$ cat src/hdl/e2c_pkg.sv
// e2c_pkg: shared types, second-count constants and the divisor table for
// the epoch-to-calendar converter. No dependencies.
`default_nettype none

package e2c_pkg;

    localparam logic [31:0] SEC_MIN     = 32'd60;
    localparam logic [31:0] SEC_HOUR    = 32'd3600;
    localparam logic [31:0] SEC_DAY     = 32'd86400;
    localparam logic [31:0] SEC_YEAR    = 32'd31536000;
    localparam logic [31:0] SEC_GROUP4  = 32'd126230400;
    localparam logic [31:0] SEC_CENTURY = 32'd3155673600;
    // 1970-01-01 to 2000-03-01
    localparam logic [31:0] REBASE_SEC  = 32'd951868800;
    localparam logic [11:0] BASE_YEAR   = 12'd2000;

    // Top quotient bit of each division phase
    localparam logic [3:0] K_G4   = 4'd4;
    localparam logic [3:0] K_YR   = 4'd1;   // two bits only: clamps 4 years to 3
    localparam logic [3:0] K_DAY  = 4'd8;
    localparam logic [3:0] K_HOUR = 4'd4;
    localparam logic [3:0] K_MIN  = 4'd5;
    localparam logic [3:0] LAST_MONTH_IDX = 4'd11;
    localparam logic [3:0] FIRST_NEXT_YEAR_IDX = 4'd10;

    typedef enum logic [3:0] {
        ST_IDLE,
        ST_CEN,
        ST_G4,
        ST_YR,
        ST_DAY,
        ST_HOUR,
        ST_MIN,
        ST_MONTH,
        ST_DONE
    } t_state;

    typedef struct packed {
        logic        ge;
        logic [31:0] diff;
    } t_cs;

    // March-based month lengths, February last
    function automatic logic [31:0] month_len(input logic [3:0] idx);
        logic [31:0] len;
        unique case (idx)
            4'd0, 4'd2, 4'd4, 4'd5, 4'd7, 4'd9, 4'd10: len = 32'd31;
            4'd1, 4'd3, 4'd6, 4'd8:                    len = 32'd30;
            4'd11:                                     len = 32'd29;
            default:                                   len = 32'd0;
        endcase
        return len;
    endfunction

    // Divisor for the current step: a span (shifted by k but for the century), or the month length
    function automatic logic [31:0] divisor(input t_state st, input logic [3:0] k);
        logic [31:0] dv;
        unique case (st)
            ST_CEN:   dv = SEC_CENTURY;
            ST_G4:    dv = SEC_GROUP4 << k;
            ST_YR:    dv = SEC_YEAR << k;
            ST_DAY:   dv = SEC_DAY << k;
            ST_HOUR:  dv = SEC_HOUR << k;
            ST_MIN:   dv = SEC_MIN << k;
            ST_MONTH: dv = month_len(k);
            default:  dv = '0;
        endcase
        return dv;
    endfunction

endpackage

`default_nettype wire

$ cat src/hdl/e2c_cmpsub.sv
// e2c_cmpsub: the shared compare-and-subtract unit.
// Depends on e2c_pkg (t_cs).
`default_nettype none

module e2c_cmpsub (
    input  wire logic [31:0]   i_minuend,
    input  wire logic [31:0]   i_subtrahend,
    output e2c_pkg::t_cs       o_res
);

    logic [32:0] w_diff;

    assign w_diff     = {1'b0, i_minuend} - {1'b0, i_subtrahend};
    assign o_res.ge   = ~w_diff[32];
    assign o_res.diff = w_diff[31:0];

endmodule

`default_nettype wire

$ cat src/hdl/epoch_seconds_to_calendar.sv
// epoch_seconds_to_calendar: top level, sequencer and output register.
// Depends on e2c_pkg and e2c_cmpsub.
//
// Usage:
//   Input channel: i_in_valid / o_in_stall with i_epoch_seconds. A word is
//   taken at a rising edge with i_in_valid high and o_in_stall low.
//   Output channel: o_out_valid / i_out_stall with o_year .. o_second. A word
//   leaves at an edge with o_out_valid high and i_out_stall low.
//   One shared 32-bit compare/subtract unit does all the work, one restoring
//   quotient bit (or one month step) per cycle, in the steps century,
//   4-year group, year, day, hour and minute, then the month walk and a
//   final step that loads the result. A new word is accepted only once
//   the previous one has finished conversion; o_in_stall is high the
//   whole time a word is in conversion.
//   The result sits in its own output register, so a new word is accepted
//   while the previous result waits on a stalled receiver. If the receiver
//   is still stalling when the next result is ready, the sequencer holds
//   in its final state and the input stays stalled.
//   Reset (i_rst_n low, synchronous) empties the sequencer and the output
//   register; nothing else needs clearing.
//   Inputs before 2000-03-01 wrap modulo 2^32 and come out near 2106..2136.
`default_nettype none

module epoch_seconds_to_calendar (
    input  wire logic        i_clk,
    input  wire logic        i_rst_n,
    input  wire logic        i_in_valid,
    output      logic        o_in_stall,
    input  wire logic [31:0] i_epoch_seconds,
    output      logic        o_out_valid,
    input  wire logic        i_out_stall,
    output      logic [11:0] o_year,
    output      logic [3:0]  o_month,
    output      logic [4:0]  o_day,
    output      logic [4:0]  o_hour,
    output      logic [5:0]  o_minute,
    output      logic [5:0]  o_second
);

    e2c_pkg::t_state r_state, n_state;

    // working remainder, quotient shifter, step counter / month index
    logic [31:0] r_rem, n_rem;
    logic [8:0]  r_q, n_q;
    logic [3:0]  r_k, n_k;

    // partial results
    logic        r_cen, n_cen;
    logic [4:0]  r_g4, n_g4;
    logic [1:0]  r_yr, n_yr;
    logic [8:0]  r_doy, n_doy;
    logic [4:0]  r_hour, n_hour;
    logic [5:0]  r_min, n_min;
    logic [5:0]  r_sec, n_sec;

    // output register
    logic        r_ovalid, n_ovalid;
    logic [11:0] r_year, n_year;
    logic [3:0]  r_month, n_month;
    logic [4:0]  r_day, n_day;
    logic [4:0]  r_ohour, n_ohour;
    logic [5:0]  r_omin, n_omin;
    logic [5:0]  r_osec, n_osec;

    logic [31:0]  w_div;
    e2c_pkg::t_cs w_cs;
    logic [8:0]   w_qn;      // quotient with this step's bit shifted in
    logic [31:0]  w_remn;    // remainder after this step
    logic         w_wrap;    // January/February: next year

    assign w_div  = e2c_pkg::divisor(r_state, r_k);
    assign w_qn   = {r_q[7:0], w_cs.ge};
    assign w_remn = w_cs.ge ? w_cs.diff : r_rem;
    assign w_wrap = (r_k >= e2c_pkg::FIRST_NEXT_YEAR_IDX);

    e2c_cmpsub u_cmpsub (
        .i_minuend    (r_rem),
        .i_subtrahend (w_div),
        .o_res        (w_cs)
    );

    always_ff @(posedge i_clk) begin
        if (!i_rst_n) begin
            r_state  <= e2c_pkg::ST_IDLE;
            r_ovalid <= 1'b0;
        end else begin
            r_state  <= n_state;
            r_ovalid <= n_ovalid;
        end
        r_rem   <= n_rem;
        r_q     <= n_q;
        r_k     <= n_k;
        r_cen   <= n_cen;
        r_g4    <= n_g4;
        r_yr    <= n_yr;
        r_doy   <= n_doy;
        r_hour  <= n_hour;
        r_min   <= n_min;
        r_sec   <= n_sec;
        r_year  <= n_year;
        r_month <= n_month;
        r_day   <= n_day;
        r_ohour <= n_ohour;
        r_omin  <= n_omin;
        r_osec  <= n_osec;
    end

    always_comb begin
        n_state  = r_state;
        n_rem    = r_rem;
        n_q      = r_q;
        n_k      = r_k;
        n_cen    = r_cen;
        n_g4     = r_g4;
        n_yr     = r_yr;
        n_doy    = r_doy;
        n_hour   = r_hour;
        n_min    = r_min;
        n_sec    = r_sec;
        n_ovalid = r_ovalid & i_out_stall;
        n_year   = r_year;
        n_month  = r_month;
        n_day    = r_day;
        n_ohour  = r_ohour;
        n_omin   = r_omin;
        n_osec   = r_osec;

        unique case (r_state)
            e2c_pkg::ST_IDLE: begin
                if (i_in_valid) begin
                    // rebase to 2000-03-01, wrapping
                    n_rem   = i_epoch_seconds - e2c_pkg::REBASE_SEC;
                    n_q     = '0;
                    n_k     = '0;
                    n_state = e2c_pkg::ST_CEN;
                end
            end
            e2c_pkg::ST_CEN: begin
                // 400-year count is always zero for a 32-bit input
                n_rem   = w_remn;
                n_cen   = w_cs.ge;
                n_q     = '0;
                n_k     = e2c_pkg::K_G4;
                n_state = e2c_pkg::ST_G4;
            end
            e2c_pkg::ST_G4, e2c_pkg::ST_YR, e2c_pkg::ST_DAY,
            e2c_pkg::ST_HOUR, e2c_pkg::ST_MIN: begin
                n_rem = w_remn;
                n_q   = w_qn;
                n_k   = r_k - 4'd1;
                if (r_k == 4'd0) begin
                    n_q = '0;
                    unique case (r_state)
                        e2c_pkg::ST_G4: begin
                            n_g4    = w_qn[4:0];
                            n_k     = e2c_pkg::K_YR;
                            n_state = e2c_pkg::ST_YR;
                        end
                        e2c_pkg::ST_YR: begin
                            n_yr    = w_qn[1:0];
                            n_k     = e2c_pkg::K_DAY;
                            n_state = e2c_pkg::ST_DAY;
                        end
                        e2c_pkg::ST_DAY: begin
                            n_doy   = w_qn;
                            n_k     = e2c_pkg::K_HOUR;
                            n_state = e2c_pkg::ST_HOUR;
                        end
                        e2c_pkg::ST_HOUR: begin
                            n_hour  = w_qn[4:0];
                            n_k     = e2c_pkg::K_MIN;
                            n_state = e2c_pkg::ST_MIN;
                        end
                        default: begin
                            // minutes done; remainder is seconds, start month walk
                            n_min   = w_qn[5:0];
                            n_sec   = w_remn[5:0];
                            n_rem   = {23'd0, r_doy};
                            n_k     = '0;
                            n_state = e2c_pkg::ST_MONTH;
                        end
                    endcase
                end
            end
            e2c_pkg::ST_MONTH: begin
                if (w_cs.ge && (r_k < e2c_pkg::LAST_MONTH_IDX)) begin
                    n_rem = w_cs.diff;
                    n_k   = r_k + 4'd1;
                end else begin
                    n_state = e2c_pkg::ST_DONE;
                end
            end
            e2c_pkg::ST_DONE: begin
                if (!r_ovalid || !i_out_stall) begin
                    n_ovalid = 1'b1;
                    n_year   = e2c_pkg::BASE_YEAR
                             + (r_cen ? 12'd100 : 12'd0)
                             + {5'd0, r_g4, 2'b00}
                             + {10'd0, r_yr}
                             + {11'd0, w_wrap};
                    n_month  = w_wrap ? (r_k - 4'd9) : (r_k + 4'd3);
                    n_day    = r_rem[4:0] + 5'd1;
                    n_ohour  = r_hour;
                    n_omin   = r_min;
                    n_osec   = r_sec;
                    n_state  = e2c_pkg::ST_IDLE;
                end
            end
            default: begin
                n_state = e2c_pkg::ST_IDLE;
            end
        endcase
    end

    assign o_in_stall  = (r_state != e2c_pkg::ST_IDLE);
    assign o_out_valid = r_ovalid;
    assign o_year      = r_year;
    assign o_month     = r_month;
    assign o_day       = r_day;
    assign o_hour      = r_ohour;
    assign o_minute    = r_omin;
    assign o_second    = r_osec;

`ifndef ASSERT_OFF
    a_accept_starts: assert property (@(posedge i_clk) disable iff (!i_rst_n)
        (i_in_valid && !o_in_stall) |=> (r_state == e2c_pkg::ST_CEN))
        else $error("accepted word did not start conversion");

    a_result_from_done: assert property (@(posedge i_clk) disable iff (!i_rst_n)
        (r_ovalid && !$past(r_ovalid)) |-> ($past(r_state) == e2c_pkg::ST_DONE))
        else $error("result appeared outside the final step");

    a_month_idx_bound: assert property (@(posedge i_clk) disable iff (!i_rst_n)
        (r_state == e2c_pkg::ST_MONTH) |-> (r_k <= e2c_pkg::LAST_MONTH_IDX))
        else $error("month walk ran past the table");

    a_result_range: assert property (@(posedge i_clk) disable iff (!i_rst_n)
        o_out_valid |-> (o_day != 5'd0 && o_month != 4'd0 && o_month <= 4'd12
                         && o_hour <= 5'd23 && o_minute <= 6'd59 && o_second <= 6'd59))
        else $error("calendar field out of range");
`endif

endmodule

`default_nettype wire

$ cat config.mk
export PLATFORM = sky130hd
export DESIGN_NAME = epoch_seconds_to_calendar
export DESIGN_NICKNAME = d
export VERILOG_FILES = /design/src/hdl/e2c_pkg.sv /design/src/hdl/e2c_cmpsub.sv /design/src/hdl/epoch_seconds_to_calendar.sv
export SDC_FILE = /design/constraint.sdc
export NUM_CORES = 1
export LEC_CHECK = 0
export BUFFER_PORTS_ARGS = -buffer_cell sky130_fd_sc_hd__buf_2
export CORE_MARGIN = 2
export CORE_UTILIZATION = 45
export CTS_CLUSTER_DIAMETER = 120
export CTS_CLUSTER_SIZE = 28
export DETAILED_ROUTE_END_ITERATION = 8
export HOLD_SLACK_MARGIN = 0.02
export MAX_ROUTING_LAYER = met4
export SETUP_SLACK_MARGIN = 0.2
export SKIP_CTS_REPAIR_TIMING = 1
export SLEW_MARGIN = 20
export SYNTH_ARGS = -nofsm -noshare
export SYNTH_HDL_FRONTEND = slang
export SYNTH_HIERARCHICAL = 1
export SYNTH_SLANG_ARGS = --single-unit
$ cat constraint.sdc
create_clock -name i_clk -period 8.5 [get_ports i_clk]
set_input_delay 0.425 -clock i_clk [delete_from_list [all_inputs] [get_ports i_clk]]
set_output_delay 0.425 -clock i_clk [all_outputs]
set_load 0.02 [all_outputs]
# Word-level counts from Yosys, hierarchy flattened

Memories as Yosys holds them, arrays and structs flattened. A register that Yosys moved wholly into a read port is not among the register bits.
Index checks and enable logic that the tools add are counted.

Flip-flop bits (word level): 121
ROM bits: 80
Input bits: 36
Output and inout bits: 40
Logic and storage cells: 99
Memories: 1

Memories:

| name            | words | bits a word | read ports | clocked after memory_dff | wr ports | line          | source |
|---|---|---|---|---|---|---|---|
| (no name shown) | 16    | 5           | 1          | 1                        | 0        | e2c_pkg.sv:46 | `unique case (idx)` |

$add $sub $neg: 11
Magnitude comparators: 2
Equality and inequality tests: 13
Shift-type cells: 5
Mux-type cells: 26
Bitwise gates (word level): 3
Reductions and logical operators: 20

Operators with widths:

| operator                                             | number |
|---|---|
| one-hot mux 32 bit (7 select lines)                  | 1 |
| 2-to-1 mux 32 bit                                    | 5 |
| one-hot mux 32 bit (4 select lines)                  | 1 |
| 2-to-1 mux 4 bit                                     | 9 |
| subtractor 32 x 32 -> 33 bit                         | 1 |
| one-hot mux 4 bit (4 select lines)                   | 2 |
| << shifter 12 x 4 -> 32 bit (first input constant)   | 1 |
| << shifter 17 x 4 -> 32 bit (first input constant)   | 1 |
| << shifter 25 x 4 -> 32 bit (first input constant)   | 1 |
| << shifter 27 x 4 -> 32 bit (first input constant)   | 1 |
| << shifter 6 x 4 -> 32 bit (first input constant)    | 1 |
| subtractor 32 x 30 -> 32 bit (second input constant) | 1 |
| one-hot mux 8 bit (3 select lines)                   | 1 |
| one-hot mux 4 bit (5 select lines)                   | 1 |
| AND reduction 3 bit                                  | 6 |
| equality test 4 x 3 -> 1 bit (second input constant) | 4 |
| 2-to-1 mux 8 bit                                     | 2 |
| adder 11 x 7 -> 12 bit (first input constant)        | 1 |
| adder 12 x 1 -> 12 bit                               | 1 |
| adder 12 x 2 -> 12 bit                               | 1 |
| adder 12 x 7 -> 12 bit                               | 1 |
| one-hot mux 3 bit (4 select lines)                   | 1 |
| != test 2 bit (second input constant)                | 5 |
| equality test 4 x 2 -> 1 bit (second input constant) | 2 |
| 23 further kinds                                     | 29 |

# Depth between registers and ports, before layout

Word-level depth: 8
Mapped depth: 28
Mapped depth without buffers: 23

# Modules after synthesis

Netlist, hierarchy kept.

By module, submodules not included:

| module                    | times used | cells each | area each (um^2) | seq. area each (um^2) |
|---|---|---|---|---|
| epoch_seconds_to_calendar | 1          | 684        | 7124.3           | 3643.5 |
| e2c_cmpsub                | 1          | 244        | 1710.4           | 0.0 |

# Least setup slack after synthesis

No wires, ideal clock.

Path type: register -> register
Start point: register r_state[2]
End point: register with a tool-made name
Setup time: 0.123 ns
Arrival: 6.049 ns
Data required time: 8.377 ns
Path slack: 2.328 ns
Cell stages (with the launch flop): 23
Path buffers: 5
Period minus slack after synthesis: 6.172 ns
Path through: dfxtp_1 > buf_2 > buf_2 > buf_2 > nand3_1 > buf_2 > o22a_1 > mux2_2 > o32ai_1 > inv_1 > ha_1 > nand4_1 > or4_1 > o22ai_2 > a31oi_1 > o21ai_1 > a31oi_1 > o21ai_1 > clkbuf_1 > nand2_1 > a211oi_4 > o221ai_1 > or2_2

RTL lines:

| what                   | line                            | source |
|---|---|---|
| start, declared        | epoch_seconds_to_calendar.sv:40 | `e2c_pkg::t_state r_state, n_state;` |
| start signal, assigned | epoch_seconds_to_calendar.sv:84 | `r_state <= e2c_pkg::ST_IDLE;` |
| start signal, assigned | epoch_seconds_to_calendar.sv:87 | `r_state <= n_state;` |

# Final worst setup path

Start point: register r_state[2]
End point: register r_rem[31] (data pin)

Word-level cells in the longest chain between the ends: 7
Elaborated cells on any way between the ends: 17
Those cells by class: add/sub (1); eq/ne (7); mux (6); reduce/logical (3)

Ends and longest elaborated chain:

| what                                                 | line                             | source |
|---|---|---|
| equality test 4 x 3 -> 1 bit (tied with other cells) | e2c_pkg.sv:58                    | `unique case (st)` |
| one-hot mux 32 bit (7 select lines) *                | e2c_pkg.sv:58                    |  |
| net w_div[18]                                        | epoch_seconds_to_calendar.sv:65  | `logic [31:0] w_div;` |
| subtractor 32 x 32 -> 33 bit *                       | e2c_cmpsub.sv:13                 | `assign w_diff = {1'b0, i_minuend} - {1'b0, i_subtrahend};` |
| 2-to-1 mux 32 bit                                    | epoch_seconds_to_calendar.sv:73  | `assign w_remn = w_cs.ge ? w_cs.diff : r_rem;` |
| 2-to-1 mux 32 bit                                    | epoch_seconds_to_calendar.sv:153 | `unique case (r_state)` |
| 2-to-1 mux 32 bit                                    | epoch_seconds_to_calendar.sv:151 | `if (r_k == 4'd0) begin` |
| one-hot mux 32 bit (4 select lines) *                | epoch_seconds_to_calendar.sv:128 | `unique case (r_state)` |
| net n_rem[31]                                        | epoch_seconds_to_calendar.sv:43  | `logic [31:0] r_rem, n_rem;` |
| end signal, assigned                                 | epoch_seconds_to_calendar.sv:90  | `r_rem <= n_rem;` |
| end, declared                                        | epoch_seconds_to_calendar.sv:43  |  |

The timed path passes the listed nets; every way through them passes the cells marked *. The select of a mux whose other input is x is not followed.
A chain may end at the register's enable or synchronous reset.

==> run_results.csv <==
group,metric,value,unit
critical_path,cp.required,8.78,ns
drt,dr.first_iter.drc_count,503,
place,gp_congestion,0.982,
place,postPlaceCellArea,9450,um2
timing,rsz0062_at_grt,"no",
yosys,syn_area,8830,um2
power_and_ir_drop,clockPowerShare,15.9,%
drt,first_pass_iters,5,
cts,clk_pin_slew_worst_paths,0.06,ns
cells_and_area,diodes,0,
drt,vias,7312,
yosys,synth_top_area_share,39.4,%
drt,via_per_inst,5.78,
timing,min_period_over_period,73.6,%
cts,cts_root_buf,"clkbuf_16",
yosys,synth.distinct_cells,89,
place,port_buffers,75,
cts,clock_latency,0.43,ns
die,die_area,20800,um2
job,maxCapViolCount,0,
grt,grt_pass1_vias,6915,
die,core,19300,um2
grt,grt_overflow,0,
timing,drv_slew,0,
cts,cts_tree,"yes",
drt,wl_per_cell,17.7,um
drt,ant_nets,0,
cells_and_area,nets,1073,
yosys,async_reset_ff_share,0,%
yosys,synth_edf_count,116,
drt,m1WireLength,9890,um
timing,fin_crit,6.26,ns
yosys,synth_top_area_cell,"edfxtp_1",
yosys,yosysMostFrequentCell,"edfxtp_1",
drt,wl_met2,10900,um
timing,slew_headroom,27.4,%
min_path,hold_start,"i_rst_n",
drt,wl_met3,1080,um
place,dp_hpwl,15800,um
power_and_ir_drop,vdd_drop_max,0.236,mV
yosys,yosys_warnings,6,
die,ios,76,
timing,setup_viol,0,
power_and_ir_drop,swShare,46.4,%
drt,wl,22400,um
yosys,syn_avg_cell_area,9.52,um2
drt,drc,0,
grt,antenna_found_initial,0,
power_and_ir_drop,power,4.75,mW
power_and_ir_drop,combinationalPowerShare,61.6,%
yosys,yosysSeqAreaShare,41.2,%
place,placed_cells,1233,
critical_path,startpoint_type,"register",
die,die_w,144,um
critical_path,r2r_start,"r_state[2]",
die,dieHeight,144,um
power_and_ir_drop,powerDensity,471,nW/um2
critical_path,critPathCaptureType,"register",
cts,clockBufferDepth,2,
power_and_ir_drop,p_int,2.55,mW
cells_and_area,finalInstanceArea,10100,um2
place,place_ws,2.29,ns
cts,numCtsBuffers,17,
timing,skew,0.0122,ns
cells_and_area,num-fill-cells,1830,
timing,max_clock_freq,160,MHz
die,start_util,45.7,%
grt,grt_start_max_net_pins,39,
cells_and_area,drive_gt1_share,16.5,%
grt,grt_first_pass_wirelength,35900,um
grt,grtUsageTotal,22.9,%
timing,setup_tns,0,ns
min_path,hold_class,"input port to register",
cells_and_area,instances_no_fill,1266,
critical_path,critPathArrivalTime,6.54,ns
power_and_ir_drop,p_seq_share,22.4,%
yosys,syn-instance-count,928,
critical_path,crit_type,"register to register",
critical_path,worstSetupStartpoint,"r_state[2]",
critical_path,crit_fanout,26,
power_and_ir_drop,leakage,3.89,nW
die,rows,51,
cts,cts_max_level,4,
drt,highest_layer,"met4",
cts,clock-sinks,124,
cells_and_area,syn2layout_area_growth,14.2,%
yosys,synth-main-ff-cell,"edfxtp_1",
yosys,synth-seq-cells,124,
yosys,synth_common_cells,"edfxtp_1 (116), nor2_1 (76), a21oi_1 (71)",
yosys,synth_fp_nets,1013,
power_and_ir_drop,switchingPower,2.21,mW
yosys,synthTopCellsByArea,"edfxtp_1 (39%), ha_1 (6.8%), a21oi_1 (4.0%)",
timing,fin_ws,2.24,ns
timing,tightest_slew,1.09,ns
outcome,outcome,"finished, final reports clean",
timing,hold_viol,0,
[registers in the layout (all words and copies together), names as in the netlist, 6 cells and up, named ones only]
| register | cells |
|---|---|
| o_year | 12 |
| r_min | 6 |
| r_rem | 32 |
| r_sec | 6 |
| r_q | 8 |
| o_minute | 6 |
| o_second | 6 |
| r_doy | 9 |
[final cells by class]
type                            instances  area, um2  share of cell area [%]
Tap cell                              265        332                    3.29
Inverter                               65        244                    2.42
Multi-Input combinational cell        689       4740                    47.0
Timing Repair Buffer                   91        515                    5.11
Clock inverter                         15        185                    1.84
Sequential cell                       124       3640                    36.1
Clock buffer                           17        425                    4.22
[power groups by stage]
stage / combinational [mW] / sequential (mW) / clock, mW
after floorplan: 2.30 / 1.01 / 0
after global placement: 2.90 / 1.08 / 0
after detailed placement: 2.89 / 1.07 / 0
after CTS: 2.91 / 1.06 / 0.768
after global routing: 3.25 / 1.09 / 0.790
final: 2.93 / 1.07 / 0.758
[metal layers]
metal / up-vias / GRT usage (%)
li1: 3579 / -
met1: 3448 / 28.9
met2: 245 / 37.7
met3: 40 / 3.11
met4: 0 / 8.36
met5: - / -
[metrics by stage]
| step | utilization [%] | hold slack, ns |
|---|---|---|
| finish | 52.2 | 0.266 |
| global route | 52.2 | 0.273 |
| CTS | 52.0 | 0.263 |
| detailed placement | 48.9 | 0.405 |
| global placement | 48.9 | 0.401 |
| floorplan | - | 0.400 |
[layout by cell type, fill, tap and decap left out, types with 17 or more instances in the layout]
master and count:
xnor2_1 34, nor2_1 74, nor3_1 17, a22oi_1 26, nand2_1 64, clkbuf_16 17
o21a_1 19, a21oi_1 70, inv_1 61, edfxtp_1 116, mux2i_1 18, o21ai_0 67
ha_1 48, xor2_1 24, buf_2 75
[worst paths after layout]
path,endpoint,slack [ns],depth (start not counted)
min reg2reg,o_second[2],0.42,0
min,r_state[2],0.27,2
max reg2reg,r_rem[31],2.24,22
max,r_rem[31],2.24,22
[kinds of logic (layout without fill, tap and decap cells)]
| family | Yosys count | in the layout | share of synthesized area, % |
|---|---|---|---|
| buffers and inverters | 115 | 188 | 5.44 |
| muxes | 23 | 23 | 2.72 |
| DFF | 124 | 124 | 41.2 |
| AOI/OAI and AO/OA | 310 | 310 | 24.1 |
| and+or+nand+nor | 249 | 249 | 13.7 |
| xor gates and xnor gates | 58 | 58 | 5.75 |
| adders and majority gates | 49 | 49 | 7.02 |
[worst max-delay path: stages (launching register included)]
cell and delay, ns:
dfxtp_1 0.84, inv_2 0.23, or3_4 0.46, o21a_1 0.20
nor2_2 0.10, nor2_1 0.06, a221o_1 0.31, o31ai_1 0.25
inv_1 0.10, ha_1 0.38, nand2_1 0.12, or4_1 0.49
o22ai_2 0.18, a31oi_1 0.19, o21ai_1 0.22, a31oi_1 0.15
o21ai_2 0.23, buf_4 0.34, o21ai_0 0.24, a2111oi_4 0.38
buf_4 0.32, a222oi_1 0.15, o21ai_0 0.13
Power figures use the tool's default switching activity.
